$ cat src/design/tnsi_pkg.sv
// Shared constants for the top-N sorted insertion list.
// Field widths and stream packing; used by every design file.
package tnsi_pkg;

   localparam int SCORE_BITS    = 31;
   localparam int IN_TAG_BITS   = 32;
   localparam int OUT_TAG_BITS  = 32;
   localparam int RANK_BITS     = 4;
   localparam int WIDE_TAG_BITS = 64;

   // request tdata: score, name tag, one pad bit
   localparam int REQ_DATA_BITS = 64;
   localparam int REQ_TAG_LSB   = SCORE_BITS;

   // response tdata: rank, score, tag, five pad bits
   localparam int RSP_DATA_BITS = 72;
   localparam int RSP_PAD_BITS  = RSP_DATA_BITS - RANK_BITS - SCORE_BITS - OUT_TAG_BITS;

endpackage

$ cat src/design/top_n_sorted_insert.sv
// Top-N sorted insertion list: keeps the LIST_SIZE best (score, tag) entries.
// A rejected offer gives no item. A taken offer is accepted, then the list
// memory is walked once, one rank per cycle while the output is not stalled,
// through its one read port and one write port; rank 0 leaves first. Reset
// is synchronous: the list reads as all zero right after reset (valid bits
// cleared at once, no clearing pass).
module top_n_sorted_insert #(
   parameter int LIST_SIZE = 10,
   parameter int TAG_BITS  = 32
) (
   input  logic                                clock,
   input  logic                                reset,
   // req_tdata: offered_score [30:0], name_tag [62:31], zero [63]
   input  logic                                req_tvalid,
   output logic                                req_tready,
   input  logic [tnsi_pkg::REQ_DATA_BITS-1:0]  req_tdata,
   // rsp_tdata: rank [3:0], kept_score [34:4], kept_tag [66:35], zero [71:67]
   output logic                                rsp_tvalid,
   input  logic                                rsp_tready,
   output logic [tnsi_pkg::RSP_DATA_BITS-1:0]  rsp_tdata,
   // rsp_tlast: last_of_list
   output logic                                rsp_tlast
);

   localparam int IW = $clog2(LIST_SIZE);
   localparam int CW = $clog2(LIST_SIZE + 1);
   localparam int SB = tnsi_pkg::SCORE_BITS;

   localparam logic ST_IDLE = 1'b0;
   localparam logic ST_WALK = 1'b1;

   logic          state_ff, state_in;
   logic [SB-1:0] lowest_ff, lowest_in;       // copy of the last rank's score
   logic [SB-1:0] off_score_ff, off_score_in;
   logic [TAG_BITS-1:0] off_tag_ff, off_tag_in;
   logic [CW-1:0] iss_idx_ff, iss_idx_in;     // next rank to read
   logic          d_vld_ff, d_vld_in;         // read data present
   logic [IW-1:0] d_idx_ff, d_idx_in;         // rank of the read data
   logic          ins_ff, ins_in;             // offer already placed
   logic [SB-1:0] car_score_ff, car_score_in; // entry pushed down one rank
   logic [TAG_BITS-1:0] car_tag_ff, car_tag_in;
   logic          rsp_tvalid_ff, rsp_tvalid_in;
   logic [tnsi_pkg::RSP_DATA_BITS-1:0] rsp_tdata_ff, rsp_tdata_in;
   logic          rsp_tlast_ff, rsp_tlast_in;

   logic          rd_en;
   logic [SB-1:0] rd_score;
   logic [TAG_BITS-1:0] rd_tag;
   logic          wr_en;
   logic [SB-1:0] wr_score;
   logic [TAG_BITS-1:0] wr_tag;

   logic          advance, accept, proc, last_rank;
   logic [SB-1:0] req_score;
   logic [tnsi_pkg::WIDE_TAG_BITS-1:0] req_tag_wide, out_tag_wide;
   logic [7:0]    rank_wide;

   tnsi_list_ram #(
      .DEPTH    (LIST_SIZE),
      .TAG_BITS (TAG_BITS)
   ) u_ram (
      .clock    (clock),
      .reset    (reset),
      .rd_en    (rd_en),
      .rd_addr  (iss_idx_ff[IW-1:0]),
      .rd_score (rd_score),
      .rd_tag   (rd_tag),
      .wr_en    (wr_en),
      .wr_addr  (d_idx_ff),
      .wr_score (wr_score),
      .wr_tag   (wr_tag)
   );

   assign req_tready = (state_ff == ST_IDLE);
   assign req_score  = req_tdata[SB-1:0];
   assign req_tag_wide = tnsi_pkg::WIDE_TAG_BITS'(
      req_tdata[tnsi_pkg::REQ_TAG_LSB +: tnsi_pkg::IN_TAG_BITS]);

   // the output register frees up when empty or being taken
   assign advance   = !rsp_tvalid_ff || rsp_tready;
   assign accept    = req_tvalid && req_tready;
   assign proc      = (state_ff == ST_WALK) && advance && d_vld_ff;
   assign last_rank = (d_idx_ff == IW'(LIST_SIZE - 1));

   always_comb begin
      state_in      = state_ff;
      lowest_in     = lowest_ff;
      off_score_in  = off_score_ff;
      off_tag_in    = off_tag_ff;
      iss_idx_in    = iss_idx_ff;
      d_vld_in      = d_vld_ff;
      d_idx_in      = d_idx_ff;
      ins_in        = ins_ff;
      car_score_in  = car_score_ff;
      car_tag_in    = car_tag_ff;
      rsp_tvalid_in = rsp_tvalid_ff;
      rsp_tdata_in  = rsp_tdata_ff;
      rsp_tlast_in  = rsp_tlast_ff;
      rd_en         = 1'b0;
      wr_en         = 1'b0;
      wr_score      = rd_score;
      wr_tag        = rd_tag;

      // take the offer only if it beats the lowest kept score
      if (accept && (lowest_ff < req_score)) begin
         state_in     = ST_WALK;
         off_score_in = req_score;
         off_tag_in   = req_tag_wide[TAG_BITS-1:0];
         iss_idx_in   = '0;
         d_vld_in     = 1'b0;
         ins_in       = 1'b0;
      end

      if ((state_ff == ST_WALK) && advance) begin
         // issue the read of the next rank; it never collides with the write
         if (iss_idx_ff < CW'(LIST_SIZE)) begin
            rd_en      = 1'b1;
            d_vld_in   = 1'b1;
            d_idx_in   = iss_idx_ff[IW-1:0];
            iss_idx_in = iss_idx_ff + CW'(1);
         end else begin
            d_vld_in = 1'b0;
         end
      end

      if (proc) begin
         // stable placement: first rank whose score is strictly lower
         if (!ins_ff && (rd_score < off_score_ff)) begin
            wr_en        = 1'b1;
            wr_score     = off_score_ff;
            wr_tag       = off_tag_ff;
            ins_in       = 1'b1;
            car_score_in = rd_score;
            car_tag_in   = rd_tag;
         end else if (ins_ff) begin
            // shift down: write the entry from the rank above
            wr_en        = 1'b1;
            wr_score     = car_score_ff;
            wr_tag       = car_tag_ff;
            car_score_in = rd_score;
            car_tag_in   = rd_tag;
         end
         if (last_rank) begin
            lowest_in = wr_score;
            state_in  = ST_IDLE;
         end
      end

      if (advance) begin
         rsp_tvalid_in = proc;
         if (proc) begin
            rsp_tdata_in = {{tnsi_pkg::RSP_PAD_BITS{1'b0}},
                            out_tag_wide[tnsi_pkg::OUT_TAG_BITS-1:0],
                            wr_score,
                            rank_wide[tnsi_pkg::RANK_BITS-1:0]};
            rsp_tlast_in = last_rank;
         end
      end
   end

   // rank wraps at 16, tags cut to 32 bits on the way out
   assign rank_wide    = 8'(d_idx_ff);
   assign out_tag_wide = tnsi_pkg::WIDE_TAG_BITS'(wr_tag);

   always_ff @(posedge clock) begin
      if (reset) begin
         state_ff      <= ST_IDLE;
         lowest_ff     <= '0;
         iss_idx_ff    <= '0;
         d_vld_ff      <= 1'b0;
         ins_ff        <= 1'b0;
         rsp_tvalid_ff <= 1'b0;
      end else begin
         state_ff      <= state_in;
         lowest_ff     <= lowest_in;
         iss_idx_ff    <= iss_idx_in;
         d_vld_ff      <= d_vld_in;
         ins_ff        <= ins_in;
         rsp_tvalid_ff <= rsp_tvalid_in;
      end
   end

   always_ff @(posedge clock) begin
      off_score_ff <= off_score_in;
      off_tag_ff   <= off_tag_in;
      d_idx_ff     <= d_idx_in;
      car_score_ff <= car_score_in;
      car_tag_ff   <= car_tag_in;
      rsp_tdata_ff <= rsp_tdata_in;
      rsp_tlast_ff <= rsp_tlast_in;
   end

   assign rsp_tvalid = rsp_tvalid_ff;
   assign rsp_tdata  = rsp_tdata_ff;
   assign rsp_tlast  = rsp_tlast_ff;

endmodule

$ cat src/design/tnsi_list_ram.sv
// List storage: one entry per rank, score and tag, synchronous read.
// Per-entry valid bits make never-written entries read as zero.
// Depends on tnsi_pkg.
module tnsi_list_ram #(
   parameter int DEPTH    = 10,
   parameter int TAG_BITS = 32
) (
   input  logic                             clock,
   input  logic                             reset,
   input  logic                             rd_en,
   input  logic [$clog2(DEPTH)-1:0]         rd_addr,
   output logic [tnsi_pkg::SCORE_BITS-1:0]  rd_score,
   output logic [TAG_BITS-1:0]              rd_tag,
   input  logic                             wr_en,
   input  logic [$clog2(DEPTH)-1:0]         wr_addr,
   input  logic [tnsi_pkg::SCORE_BITS-1:0]  wr_score,
   input  logic [TAG_BITS-1:0]              wr_tag
);

   localparam int ENTRY_BITS = tnsi_pkg::SCORE_BITS + TAG_BITS;

   logic [ENTRY_BITS-1:0] mem [DEPTH];
   logic [DEPTH-1:0]      valid_ff;
   logic [ENTRY_BITS-1:0] rdata_ff;
   logic                  rvalid_ff;

   always_ff @(posedge clock) begin
      if (wr_en) begin
         mem[wr_addr] <= {wr_tag, wr_score};
      end
      if (rd_en) begin
         rdata_ff <= mem[rd_addr];
      end
   end

   always_ff @(posedge clock) begin
      if (reset) begin
         valid_ff  <= '0;
         rvalid_ff <= 1'b0;
      end else begin
         if (wr_en) begin
            valid_ff[wr_addr] <= 1'b1;
         end
         if (rd_en) begin
            rvalid_ff <= valid_ff[rd_addr];
         end
      end
   end

   // an entry never written reads as a cleared slot
   assign rd_score = rvalid_ff ? rdata_ff[tnsi_pkg::SCORE_BITS-1:0] : '0;
   assign rd_tag   = rvalid_ff ? rdata_ff[ENTRY_BITS-1:tnsi_pkg::SCORE_BITS] : '0;

endmodule

$ cat config.mk
export PLATFORM = sky130hd
export DESIGN_NAME = top_n_sorted_insert
export DESIGN_NICKNAME = d
export VERILOG_FILES = /design/src/design/tnsi_pkg.sv /design/src/design/top_n_sorted_insert.sv /design/src/design/tnsi_list_ram.sv
export SDC_FILE = /design/constraint.sdc
export NUM_CORES = 1
export LEC_CHECK = 0
export ABC_CLOCK_PERIOD_IN_PS = 13800
export BUFFER_PORTS_ARGS = -buffer_cell sky130_fd_sc_hd__buf_2
export CORE_ASPECT_RATIO = 0.7
export CORE_MARGIN = 10
export CORE_UTILIZATION = 55
export DETAILED_ROUTE_END_ITERATION = 10
export PLACE_DENSITY = 0.74
export SLEW_MARGIN = 25
export SYNTH_ARGS = -nofsm -noshare
export SYNTH_HDL_FRONTEND = slang
export SYNTH_SLANG_ARGS = --single-unit
$ cat constraint.sdc
create_clock -name clock -period 13.8 [get_ports clock]
set_input_delay 4.14 -clock clock [delete_from_list [all_inputs] [get_ports clock]]
set_output_delay 4.14 -clock clock [all_outputs]
set_load 0.02 [all_outputs]
Word level (Yosys, flattened, before mapping)
Memory sizes are Yosys's and may differ from the RTL's. A register that Yosys moved wholly into a read port is not among the register bits.
Index checks and enable logic that the tools add are counted.
{"block": "classes", "shift": 0, "bitwise_logic": 2, "muxes": 34, "order_cmp": 6, "n_eq_ne": 1, "div": 0, "reduce_logical": 15, "mul": 0, "addsub": 1}
{"op": "32-bit two-way mux", "n": 6}
{"op": "31-bit two-way mux", "n": 6}
{"op": "31-bit less-than comparator", "n": 2}
{"op": "1-bit two-way mux", "n": 17}
{"op": "4-bit two-way mux", "n": 3}
{"op": "4-bit by 5-bit less-than comparator with 1-bit output (second input constant)", "n": 2}
{"op": "10-bit OR", "n": 1}
{"op": "2-bit AND reduction", "n": 4}
{"op": "1-bit logical AND", "n": 6}
{"op": "4-bit by 1-bit adder with 4-bit output (second input constant)", "n": 1}
{"op": "1-bit binary-select mux with 4-bit select", "n": 1}
{"op": "1-bit demux with 4-bit select", "n": 1}
{"op": "4-bit == test (second input constant)", "n": 1}
{"op": "4-bit by 1-bit >= comparator with 1-bit output (second input constant)", "n": 1}
{"op": "4-bit less-than comparator (second input constant)", "n": 1}
{"op": "2-bit nonzero test", "n": 2}
{"op": "1-bit zero test", "n": 2}
{"op": "1-bit logical OR", "n": 1}
{"op": "1-bit NOT", "n": 1}
{"block": "word_totals", "memories": 1, "latchBits": 0, "word_cells": 75, "reg_bits": 248, "out_inout_bits": 75, "rom_bits": 0, "input_bits": 68, "mem_bits_rw": 630}
{"name": "u_ram.mem", "words": 10, "width": 63, "read_ports": 1, "rd_ports_with_merged_regs": 1, "wr": 1, "line": "tnsi_list_ram.sv:22", "text": "logic [ENTRY_BITS-1:0] mem [DEPTH];"}

Longest topological paths before layout
Gate-level depths: netlist (run 1).
{"block": "depth", "word_depth": 7, "mapped_depth": 14}

By module
Synthesis (run 1) repeated with hierarchy kept, for this count alone.
{"block": "unflattened", "hier_cells": 2160, "hier_area_um2": 37488.5}
{"mod": "tnsi_list_ram", "instances": 1, "cells_per_inst": 1277, "area_each_um2": 26648.1}
{"mod": "top_n_sorted_insert", "instances": 1, "cells_per_inst": 883, "area_each_um2": 10840.4}

Worst setup path before layout (run 1)
OpenSTA, ideal clock, no wires.
{"block": "synth_path", "path_type": "in2reg", "start": "input port rsp_tready", "end": "memory u_ram.mem[0][0] in the netlist's numbering, enable pin", "setup_slack_ps": 1997, "arrival_time_ps": 11163, "required_time_ps": 13160, "cell_stages": 7, "path_cell_list": "nand2b_1 -> and2_1 -> nand2_1 -> inv_2 -> clkbuf_1 -> o21ai_1 -> nor4_1"}
{"block": "synth_via", "elab_chain_cells": 6}
{"item": "from (decl)", "line": "top_n_sorted_insert.sv:19", "text": "input logic rsp_tready,"}
{"item": "1-bit logical OR", "line": "top_n_sorted_insert.sv:80", "text": "assign advance = !rsp_tvalid_ff || rsp_tready;"}
{"item": "1-bit logical AND (2 in a row)", "line": "top_n_sorted_insert.sv:82", "text": "assign proc = (state_ff == ST_WALK) && advance && d_vld_ff;"}
{"item": "1-bit two-way mux", "line": "top_n_sorted_insert.sv:126", "text": "if (proc) begin"}
{"item": "1-bit two-way mux", "line": "tnsi_list_ram.sv:28", "text": "if (wr_en) begin"}
{"item": "1-bit two-way mux (implied by the code)", "line": "tnsi_list_ram.sv:29", "text": "mem[wr_addr] <= {wr_tag, wr_score};"}
{"item": "to (decl)", "line": "tnsi_list_ram.sv:22"}
No other way between the ends.

Final worst setup path (run 1)
{"block": "layout_path", "start": "input port req_tdata[22] in the netlist's numbering", "end": "register ins_ff"}
{"block": "layout_via", "elab_chain_cells": 5}
{"item": "from (decl)", "line": "top_n_sorted_insert.sv:16", "text": "input logic [tnsi_pkg::REQ_DATA_BITS-1:0] req_tdata,"}
{"item": "31-bit less-than comparator *", "line": "top_n_sorted_insert.sv:105", "text": "if (accept && (lowest_ff < req_score)) begin"}
{"item": "1-bit logical AND *", "line": "top_n_sorted_insert.sv:105"}
{"item": "1-bit two-way mux *", "line": "top_n_sorted_insert.sv:105"}
{"item": "1-bit two-way mux", "line": "top_n_sorted_insert.sv:128", "text": "if (!ins_ff && (rd_score < off_score_ff)) begin"}
{"item": "1-bit two-way mux *", "line": "top_n_sorted_insert.sv:126"}
{"item": "to (signal assigned)", "line": "top_n_sorted_insert.sv:178", "text": "ins_ff <= ins_in;"}
{"item": "to (decl)", "line": "top_n_sorted_insert.sv:39", "text": "logic ins_ff, ins_in;"}
Mark *: on every way between the ends. The rest lies on a longest branch, timed or not.
A chain may end at the register's enable or synchronous reset.

==> results.py, run 1 <==
metrics = {
    "clocking": {
        "cts_hold_buf": 0,
        "cts_tree": "yes",
        "clk_latency_ns": 0.64,
        "cts.path.max_buffers": 3,
        "clk_pin_slew_ns": 0.06,
        "clockRootBuffer": "clkbuf_16",
        "cts_setup_buffers": 0,
        "cts_buffers": 86,
        "cts.sinks": 941,
        "htreeDepth": 3,
        "cts_resized": 0,
    },
    "pwr": {
        "seq_power_share_pct": 53.8,
        "power.internal_uw": 4750,
        "swShare_pct": 21.7,
        "switching_power_uw": 1310,
        "leakage_uw": 0.0143,
        "clkPwrFrac_pct": 39.9,
        "power_uw": 6060,
        "peakVddDrop_mv": 0.0881,
        "p_comb_share_pct": 6.2,
        "p_per_area_nw_per_um2": 145,
    },
    "synth": {
        "ys_seq_elements": 941,
        "yosysWarningCount": 0,
        "synth_fa_ha_area_share_pct": 2.04,
        "avgSynthCellArea_um2": 17.4,
        "synth_edf_count": 891,
        "synthSimpleGateAreaFrac_pct": 3.81,
        "synthesis.area_um2": 37500,
        "synth-xor-area-share_pct": 0,
        "ys_types": 50,
        "netlist_instances": 2156,
        "ys.flop_type": "edfxtp_1",
        "ys_seq_area_share_pct": 74.0,
        "synth_compound_area_share_pct": 7.34,
        "synth_top_family_by_area": "multiplexers",
        "synth.area.mux_share_pct": 10.3,
        "synth-async-reset-ratio_pct": 0,
    },
    "setup_path": {
        "arrival_ns": 8.01,
        "startpoint_type": "input port",
        "worstSetupEndpointType": "flop",
        "critical_path.max_stage_delay_ns": 0.89,
        "critical_path_class": "in2reg",
        "critPathSlowestCell": "nor4_1",
        "cp.required_ns": 14.35,
        "cp_max_fo": 39,
        "critical_path.cell_chain": "buf_2 > inv_1 > ha_1 > nand4_1 > nor4_1 > o211ai_1 > o2111ai_1 > o21a_2 > clkinv_2 > buf_4 > mux2_2 > nor2_1",
    },
    "grt": {
        "overflow": 0,
        "antenna_found_initial": 6,
        "first_global_vias": 20800,
        "globalRouteTotalUtil_pct": 21.2,
        "grt_max_degree": 116,
        "grt_pass1_wl_mm": 130,
    },
    "sta": {
        "max_freq_ghz": 0.134,
        "skew_ns": 0.0281,
        "setup_ws_ns": 6.35,
        "fin_crit_sh_pct": 54.0,
        "setup_viol": 0,
        "hold_viol_final": 0,
        "fin_tns_setup_ns": 0,
        "worstMarginPinSlew_ns": 1.09,
        "slew_viol_final": 0,
        "slew_headroom_pct": 27.3,
        "rsz0062_at_grt": "false",
        "period_minus_slack_ns": 7.45,
    },
    "detailed_routing": {
        "wire_per_inst_um": 26.4,
        "drcViolationCount": 0,
        "ant_nets": 0,
        "num_vias": 20700,
        "vias_per_cell": 6.37,
        "drtIter0Drc": 2506,
        "wl_mm": 85.6,
        "dr.pass1.iters": 7,
    },
    "final_layout": {
        "stdcell_area_um2": 41900,
        "final_cell_mix": "891 x edfxtp_1, 190 x a21oi_1, 160 x o22ai_1, 136 x buf_2, 128 x mux4_2",
        "drive_above_1_share_pct": 19.4,
        "nets": 2409,
        "final_common_cell": "edfxtp_1",
        "syn2layout_area_growth_pct": 11.7,
    },
    "floorplanning": {
        "die_y_um": 238,
        "io_pins": 143,
        "dieArea_um2": 79200,
        "fp.dieW_um": 332,
        "fp-row-count": 79,
        "coreArea_um2": 67000,
        "start_util_pct": 56.0,
    },
    "placement": {
        "place_area_um2": 39000,
        "dp_hpwl_mm": 46.3,
        "port-buffer-count": 136,
        "place_ws_ns": 5.70,
        "globalplace.congestion": 0.796,
    },
    "job": {
        "cap_violations": 0,
    },
    "min_path": {
        "hold_class": "reg2reg",
    },
    "status": {
        "status": "finished, final reports clean",
    },
}
[final cells by class]
class	count	area, um^2
Timing Repair Buffer	168	941
Sequential cell	941	27800
Multi-Input combinational cell	996	8840
Fill cell	4666	25100
Inverter	87	334
Antenna cell	3	7.51
Tap cell	891	1110
Clock buffer	103	2310
Clock inverter	56	554
[critical path, delay by kind of cell]
family / cells / cell delay, ns
buf+inv: 4 / 1.17
compound gates: 3 / 0.86
simple gates: 3 / 1.19
fa+ha+maj: 1 / 0.30
mux: 1 / 0.34
[path summary, 6_finish.rpt]
kind                                        from                        endpoint  slack (ns)  cells past startpoint
hold reg to reg   u_ram.valid_ff[8]$_SDFFE_PP0P_  u_ram.valid_ff[8]$_SDFFE_PP0P_        0.45                      2
setup / recovery                   req_tdata[22]               ins_ff$_SDFF_PP0_        6.35                     12
setup reg to reg    u_ram.rvalid_ff$_SDFFE_PP0P_      u_ram.mem[9][52]$_DFFE_PP_        7.58                     12
hold / removal    u_ram.valid_ff[8]$_SDFFE_PP0P_  u_ram.valid_ff[8]$_SDFFE_PP0P_        0.45                      2
[power groups by stage]
stage | combinational (uW) | sequential (uW) | clock, uW
6_report | 377 | 3260 | 2420
5_1_grt | 412 | 3270 | 2560
4_1_cts | 377 | 3260 | 2460
3_5_place_dp | 374 | 3320 | 0
3_3_place_gp | 359 | 3320 | 0
2_1_floorplan | 266 | 3310 | 0
[logic make-up after synthesis]
family                     Yosys count
AOI/OAI and AO/OA                  462
muxes                              224
adders and majority gates           61
and+or+nand+nor                    244
other                                1
buffers and inverters              223
DFF                                941
[sequential cells by signal (all words and copies together), names as in the netlist, 4 cells and up]
name            cells
car_score_ff       31
rsp_tdata          67
d_idx_ff            4
car_tag_ff         32
iss_idx_ff          4
u_ram.mem         630
lowest_ff          31
off_tag_ff         32
off_score_ff       31
u_ram.valid_ff     10
u_ram.rdata_ff     63
[metal layers]
metal,wire [um],track usage [%],vias to the layer above,share of wire (%)
met5,0,0,-,0
met4,1990,6.03,0,2.3
met3,7470,4.19,146,8.7
met2,39700,32.8,990,46
met1,36400,30.7,10600,43
li1,-,-,8898,-
[metrics by stage]
step / hold WS (ns) / utilization [%] / cells
after floorplan: 0.406 / - / 2160
after global placement: 0.431 / 58.2 / 3083
after detailed placement: 0.441 / 58.2 / 3083
after CTS: 0.451 / 62.5 / 3242
after global routing: 0.468 / 62.5 / 3245
final: 0.451 / 62.5 / 3245
[cell usage after synthesis, types with 2 or more instances]
cell type,n,share of area (%)
nand2b_1,5,0.083
and4_1,3,0.070
o21bai_1,3,0.060
o22ai_1,160,2.7
nand2_1,26,0.26
or4_1,3,0.060
buf_2,31,0.41
o21ai_0,14,0.19
o21ai_1,6,0.080
mux4_2,128,7.7
o211ai_1,4,0.080
inv_1,86,0.86
nor4_1,4,0.067
a211oi_1,68,1.4
and2_1,64,1.1
or3_1,2,0.033
a21o_1,6,0.12
nand3_1,9,0.12
dfxtp_1,50,2.7
nor2_1,11,0.11
nor2b_1,65,1.1
a41oi_1,2,0.047
edfxtp_1,891,71
ha_1,61,2.0
mux2i_1,95,2.5
nor3_1,9,0.12
clkbuf_1,84,0.84
buf_1,5,0.050
nand4_1,5,0.083
buf_6,2,0.060
a21oi_1,190,2.5
and3_1,32,0.53
nand3b_1,2,0.040
buf_4,14,0.28
Note: power is estimated with default switching activity, not from simulation.
==> inputs of run 2 (changes only) <==
Settings changed: ABC_AREA set to 1, ABC_CLOCK_PERIOD_IN_PS 13800 to 6200, PLACE_DENSITY 0.74 to 0.77.
Clock period 13.8 ns to 6.2 ns, I/O delays scaled along.
==> run 2 against run 1 <==
Sequential cell count stayed put. Critical endpoint is now u_ram.mem[7][22]$_DFFE_PP_. Core utilization fell by 0.53 points. Worst setup slack worse by 4.6 ns. Die area rose by 0.47%. Worst hold slack got worse by 0.0050 ns. Combinational power rose by 110%. Register-to-register slack lost 5.9 ns. Area after synthesis up 0.51%. Largest cell class unchanged. First-iteration DRC count is 7.8% higher. Design area is 0.56% higher. Largest power group unchanged. Via count up 15%. Power increased by 120%.
==> results.py, run 2 <==
metrics = {
    "sta": {
        "period_minus_slack_ns": 4.49,
        "worstMarginPinSlew_ns": 1.18,
        "slew_headroom_pct": 21.5,
        "skew_ns": 0.0408,
        "hold_viol_final": 0,
        "rsz0062_at_grt": "false",
        "max_freq_ghz": 0.223,
        "slew_viol_final": 0,
        "setup_viol": 0,
        "fin_tns_setup_ns": 0,
        "fin_crit_sh_pct": 72.4,
        "setup_ws_ns": 1.71,
    },
    "final_layout": {
        "largest_reg_flops": 630,
        "seq_area_um2": 27800,
        "post-route-util_pct": 62.0,
        "fin_cells": 4126,
        "regMostFlops": "u_ram.mem",
        "nets": 3279,
        "syn2layout_area_growth_pct": 11.7,
        "multi_input_area_um2": 8500,
        "drive_above_1_share_pct": 10.6,
        "final_common_cell": "edfxtp_1",
        "final_cell_mix": "891 x edfxtp_1, 631 x nand2_1, 359 x o21ai_0, 350 x nor2_1, 166 x inv_1",
        "n_fill_cell": 4969,
    },
    "floorplanning": {
        "fp.dieW_um": 333,
        "coreArea_um2": 68000,
        "start_util_pct": 55.5,
        "dieArea_um2": 79600,
        "die_y_um": 239,
        "fp-row-count": 80,
        "io_pins": 143,
    },
    "job": {
        "cap_violations": 0,
    },
    "synth": {
        "ys_types": 33,
        "synth_top_area_cell": "edfxtp_1",
        "ys_seq_area_share_pct": 73.6,
        "netlist_instances": 3054,
        "synth.area.top_cells": "edfxtp_1 71%, nand2_1 6.3%, o21ai_0 4.8%, nor2_1 3.5%, dfxtp_1 2.7%",
        "ys.flop_type": "edfxtp_1",
        "synth_most_common_cell": "edfxtp_1",
        "synth-async-reset-ratio_pct": 0,
        "netlist_top_cells_count": "891 x edfxtp_1, 631 x nand2_1, 360 x o21ai_0",
        "synth_edf_count": 891,
        "yosysWarningCount": 0,
        "ys_seq_elements": 941,
        "synthesis.area_um2": 37700,
        "avgSynthCellArea_um2": 12.3,
        "synth_top_area_share_pct": 71.0,
    },
    "clocking": {
        "clockRootBuffer": "clkbuf_16",
        "cts_hold_buf": 0,
        "cts_tree": "yes",
        "cts.sinks": 941,
        "htreeDepth": 3,
        "clk_latency_ns": 0.65,
        "cts_buffers": 88,
        "cts_setup_buffers": 0,
        "clk_pin_slew_ns": 0.07,
        "cts_resized": 0,
        "cts.path.max_buffers": 3,
    },
    "min_path": {
        "hold_class": "reg2reg",
    },
    "pwr": {
        "peakVddDrop_mv": 0.213,
        "clkPwrFrac_pct": 40.4,
        "leakage_uw": 0.0157,
        "swShare_pct": 22.3,
        "seq_power_share_pct": 53.7,
        "p_comb_share_pct": 6.0,
        "power.internal_uw": 10400,
        "p_per_area_nw_per_um2": 317,
        "switching_power_uw": 2970,
    },
    "grt": {
        "globalRouteTotalUtil_pct": 21.9,
        "grt_pass1_wl_mm": 136,
        "overflow": 0,
        "antenna_found_initial": 3,
        "first_global_vias": 23300,
        "grt_max_degree": 228,
    },
    "placement": {
        "placedCellCount": 3961,
        "place_ws_ns": 1.32,
        "port-buffer-count": 136,
        "globalplace.congestion": 0.801,
        "dp_hpwl_mm": 48.7,
    },
    "status": {
        "status": "finished, final reports clean",
    },
    "detailed_routing": {
        "vias_per_cell": 5.78,
        "dr.pass1.iters": 5,
        "ant_nets": 0,
        "num_vias": 23900,
        "drcViolationCount": 0,
        "wire_per_inst_um": 21.6,
        "wl_mm": 89.3,
        "drtIter0Drc": 2701,
    },
    "setup_path": {
        "critical_path_class": "reg2reg",
        "cp.required_ns": 6.51,
        "worstSetupEndpointType": "flop",
        "startpoint_type": "flop",
        "arrival_ns": 4.79,
        "cp_max_fo": 35,
        "reg2reg_slack_ns": 1.71,
    },
}
[run 2: changes by cell type in the layout (fill, tap and decap cells not counted), moves of 60 or more]
cell / change
a211oi_1: -68
nor2_1: +339
o21ai_0: +345
a21oi_1: -145
mux2i_1: -95
inv_1: +91
o211ai_1: +60
mux4_2: -128
nor2b_1: -65
nand2_1: +606
and2_1: -63
[run 2: area by class of cell]
class                   instances  area share, %
flip-flops and latches        941           65.9
multi-input cells            1760           20.2
clock buffers                 114           5.66
repair buffers                177           2.73
well taps                     902           2.68
inverters                     182           1.68
clock inverters                49           1.13
diodes                          1        0.00594
[run 2: worst paths after layout]
| path | start | to | depth (start not counted) |
|---|---|---|---|
| worst max-delay path | u_ram.rvalid_ff$_SDFFE_PP0P_ | u_ram.mem[7][22]$_DFFE_PP_ | 16 |
| worst min-delay path | u_ram.valid_ff[7]$_SDFFE_PP0P_ | u_ram.valid_ff[7]$_SDFFE_PP0P_ | 2 |
| worst max register to register | u_ram.rvalid_ff$_SDFFE_PP0P_ | u_ram.mem[7][22]$_DFFE_PP_ | 16 |
| worst min register to register | u_ram.valid_ff[7]$_SDFFE_PP0P_ | u_ram.valid_ff[7]$_SDFFE_PP0P_ | 2 |
[run 2: kinds of logic after synthesis]
group / Yosys count / share of synthesized area, %
compound gates: 603 / 8.93
xor+xnor: 1 / 0.0232
simple gates: 1090 / 11.4
buf+inv: 357 / 3.93
other cells: 1 / 0.00995
fa+ha+maj: 61 / 2.03
flops: 941 / 73.6
[run 2: power by group through the flow]
stage          clock, uW  sequential [uW]  combinational (uW)
2_1_floorplan          0             7270                 536
3_3_place_gp           0             7300                 739
3_5_place_dp           0             7300                 764
4_1_cts             5430             7170                 772
5_1_grt             5680             7160                 881
6_report            5380             7160                 794
[run 2: worst max-delay path, stage by stage, from the launching register on]
cell and delay, ns:
dfxtp_2 0.77, buf_4 0.34, nand2_1 0.09, inv_1 0.12, ha_1 0.26, nand2_1 0.06, nand2_1 0.04, nand2_1 0.06
nand2_1 0.06, nand2_1 0.06, nand2_1 0.08, a21oi_4 0.52, nand2_1 0.14, nand2_2 0.28, nand3_1 0.18, clkinv_2 0.65
buf_4 0.41
[run 2: layer usage]
layer  global-route usage, %  part of all wire (%)  vias up
met5                       0                 0.015        -
met4                    6.36                   2.3        2
met3                    3.89                   9.1      143
met2                    35.3                    47     1194
met1                    30.6                    41    11500
li1                        -                     -    11000
[run 2: stage by stage]
step,cell area (um^2),power [uW],hold slack (ns)
2_1_floorplan,37700,7810,0.426
3_3_place_gp,39200,8040,0.433
3_5_place_dp,39200,8070,0.439
4_1_cts,42100,13400,0.448
5_1_grt,42100,13700,0.471
6_report,42100,13300,0.446
